### config.mk
export PLATFORM = sky130hd
export DESIGN_NAME = rprank_ram
export DESIGN_NICKNAME = d
export VERILOG_FILES = /design/src/rtl/rprank_ram.sv
export SDC_FILE = /design/constraint.sdc
export NUM_CORES = 1
export LEC_CHECK = 0
export BUFFER_PORTS_ARGS = -buffer_cell sky130_fd_sc_hd__buf_2
export CORE_ASPECT_RATIO = 1.2
export CORE_MARGIN = 2
export CORE_UTILIZATION = 50
export DETAILED_ROUTE_END_ITERATION = 12
export HOLD_SLACK_MARGIN = 0.15
export PLACE_DENSITY = 0.78
export SYNTH_ARGS = -nofsm -noshare
export SYNTH_HDL_FRONTEND = slang
export SYNTH_SLANG_ARGS = --single-unit
export TNS_END_PERCENT = 20
### constraint.sdc
create_clock -name clock -period 2.7 [get_ports clock]
set_input_delay 0.54 -clock clock [delete_from_list [all_inputs] [get_ports clock]]
set_output_delay 0.54 -clock clock [all_outputs]
set_load 0.02 [all_outputs]
### src/rtl/rprank_ram.sv
// generic single write port, single read port ram with registered read data
`default_nettype none
module rprank_ram #(
   parameter int WIDTH = 8,
   parameter int DEPTH = 16
) (
   input  wire logic                     clock,
   input  wire logic                     wr_en,
   input  wire logic [$clog2(DEPTH)-1:0] wr_addr,
   input  wire logic [WIDTH-1:0]         wr_data,
   input  wire logic                     rd_en,
   input  wire logic [$clog2(DEPTH)-1:0] rd_addr,
   output logic      [WIDTH-1:0]         rd_data
);

   logic [WIDTH-1:0] mem_ff [DEPTH];
   logic [WIDTH-1:0] rd_data_ff;

   always_ff @(posedge clock) begin
      if (wr_en) begin
         mem_ff[wr_addr] <= wr_data;
      end
      if (rd_en) begin
         rd_data_ff <= mem_ff[rd_addr];
      end
   end

   assign rd_data = rd_data_ff;

endmodule
`default_nettype wire

==> flow_metrics.py <==
metrics = {
    "floorplanning": {
        "die_outline_width_um": 97.3,
        "die_h_um": 116,
        "core_region_area_um2": 10100,
        "pin_count": 27,
        "std_cell_rows": 40,
        "die_ar_um2": 11300,
        "initial_core_utilization": 0.517,
    },
    "power_and_ir_drop": {
        "power_density_nw_per_um2": 786,
        "total_leakage_power_nw": 2.09,
        "peakVddDrop_uv": 361,
        "power.total_mw": 4.83,
    },
    "yosys": {
        "synth-warning-count": 0,
        "yosysSeqAreaShare": 0.781,
        "synth.distinct_cells": 18,
        "synthesis.area_um2": 5230,
        "synth.ff_latch_count": 136,
        "syn_avg_cell_area_um2": 22.8,
        "syn-num-nets": 248,
        "synth_cells": 229,
    },
    "grt": {
        "global_route_wire_length_before_repair_mm": 15.1,
        "grt_pass1_vias": 2532,
        "grt_max_degree": 33,
        "grt_remaining_overflow": 0,
        "antenna_found_initial": 0,
        "grt.total_usage": 0.190,
    },
    "clocking": {
        "tritoncts": "built",
        "cts-hold-fix-buffers": 0,
        "clkSlewWorstSetupHoldPaths_ns": 0.05,
        "cts.repair_timing.setup_buffer_count": 0,
        "root_buffer_cell": "clkbuf_16",
        "h-tree-depth": 4,
        "cts_buffers": 17,
        "clk-insertion-delay-late_ns": 0.41,
        "cts.repair.resized": 0,
        "clock_path_buffers": 2,
        "cts_num_sinks": 136,
    },
    "route": {
        "via_count": 2489,
        "drcViolationCount": 0,
        "initialDrtViolationCount": 290,
        "ant_nets": 0,
        "router_iterations_before_antenna_repair": 4,
        "drt-wirelength-per-cell_um": 23.3,
        "avgViaCountPerCell": 5.94,
        "drt-total-wl_mm": 9.76,
    },
    "cells_and_area": {
        "antennaDiodeCount": 0,
        "finalNetCount": 299,
        "final_instance_area_um2": 6140,
        "syn_to_final_growth_pct": 17.5,
        "drive_above_1_share": 0.297,
        "nFillCells": 700,
    },
    "setup_path": {
        "crit_arrival_ns": 1.79,
        "startpoint_type": "primary input",
        "crit_path_cell_trace": "buf_2 > or3b_2 > nor2_1",
        "path_buf_inv": 1,
        "required_ns": 2.74,
        "crit_end_element": "flop",
        "path_class": "primary input to flop",
        "cp_top_family": "simple AND/OR/NAND/NOR gates",
        "cpMaxStageDelayCell": "nor2_1",
        "max_stage_delay_ns": 0.62,
        "crit_fanout": 8,
    },
    "sta": {
        "fin_crit_sh": 0.651,
        "timing_worst_slew_pin_value_ns": 0.788,
        "timing_hold_violations_final": 0,
        "timing.final.max_slew_violations": 0,
        "layout_min_cycle_time_ns": 1.76,
        "worst_hold_slack_ns": 0.498,
        "max_clk_rate_ghz": 0.569,
        "unrepaired_setup_endpoints_after_global_routing": "no",
        "setup-violations-final": 0,
        "relSlewSlack": 0.473,
        "finalClockSkew_ns": 0.00472,
        "setup-tns-final_ns": 0,
    },
    "place": {
        "detailed_place.area_um2": 5570,
        "dp_hpwl_mm": 6.20,
        "gp_congestion": 0.750,
        "io_buffer_count": 26,
    },
    "status": {
        "status": "finished clean",
    },
    "job": {
        "maxCapViolations": 0,
    },
    "worst_hold_path": {
        "hold_path.class": "primary input to flop",
    },
}
## worst reg2reg max path, delay by kind of cell (launching register included)
family	cells	cell delay, ns
flip-flops	1	0.41
AND/OR/NAND/NOR	1	0.09
AO/OA/AOI/OAI	1	0.27
multiplexers	1	0.55
## routing by layer
layer,track usage,vias to the layer above,part of all wire
met4,0.0991,0,0.018
li1,-,1084,-
met2,0.308,108,0.51
met5,0,-,0
met1,0.242,1283,0.40
met3,0.0489,14,0.068
## placed cells by master (no fill, tap or decap)
cell type,netlist,routed
a22oi_1,16,16
and2_1,1,1
and2b_1,1,1
buf_12,0,2
buf_2,3,26
buf_4,1,14
bufinv_16,0,3
clkbuf_1,0,2
clkbuf_16,0,17
clkinv_1,0,4
clkinv_2,0,6
edfxtp_1,136,136
mux4_1,14,14
mux4_2,18,18
nand2_1,9,9
nand2b_1,2,2
nand3_1,1,1
nand3b_1,2,2
nor2_1,13,13
nor2b_1,1,1
nor3_1,4,4
or3b_2,1,1
## final timing paths
check / slack [ns] / cells after the start / to / start
hold / removal: 0.50 / 1 / rd_data[5] / rd_en
setup / recovery: 0.94 / 3 / mem_ff[2][0] / wr_addr[2]
setup reg to reg: 1.14 / 3 / rd_data[0] / mem_ff[2][0]
hold reg to reg: 0.75 / 3 / rd_data[4] / mem_ff[13][4]
## where the power goes
group	internal (mW)	total [mW]	switching (mW)
clock network	1.43	2.21	0.785
registers	2.38	2.39	0.0121
logic	0.0914	0.223	0.132
total	3.90	4.83	0.929
## registers in the layout (all words and copies together) (netlist names)
signal / flops
rd_data: 8
mem_ff: 128
## cell families after synthesis
group / after synthesis / synth area share
buffers and inverters: 10 / 0.0165
DFF: 136 / 0.781
muxes: 32 / 0.148
and+or+nand+nor: 35 / 0.0314
AOI/OAI and AO/OA: 16 / 0.0230
## cell type report
type / instances / area, µm² / area share
Clock inverter: 13 / 135 / 0.0220
Timing Repair Buffer: 42 / 275 / 0.0448
Clock buffer: 19 / 433 / 0.0705
Multi-Input combinational cell: 83 / 1060 / 0.172
Tap cell: 126 / 158 / 0.0257
Sequential cell: 136 / 4080 / 0.665
## synthesized netlist by cell type (all sizes together)
library cell	count	area share
a22oi	16	0.023
and2	1	0.0012
and2b	1	0.0014
buf	7	0.011
clkdlybuf4s25	3	0.0057
edfxtp	136	0.78
mux4	32	0.15
nand2	9	0.0065
nand2b	2	0.0024
nand3	1	0.00096
nand3b	2	0.0029
nor2	13	0.0093
nor2b	1	0.0012
nor3	4	0.0038
or3b	1	0.0017
## stage by stage
stage               setup slack [ns]  std cells  utilization
global placement               0.499        387        0.551
floorplan                      0.667        229            -
global route                   0.865        419        0.608
CTS                            0.939        419        0.608
finish                         0.943        419        0.608
detailed placement             0.514        387        0.551
No activity file was read; power rests on OpenSTA's default activity.
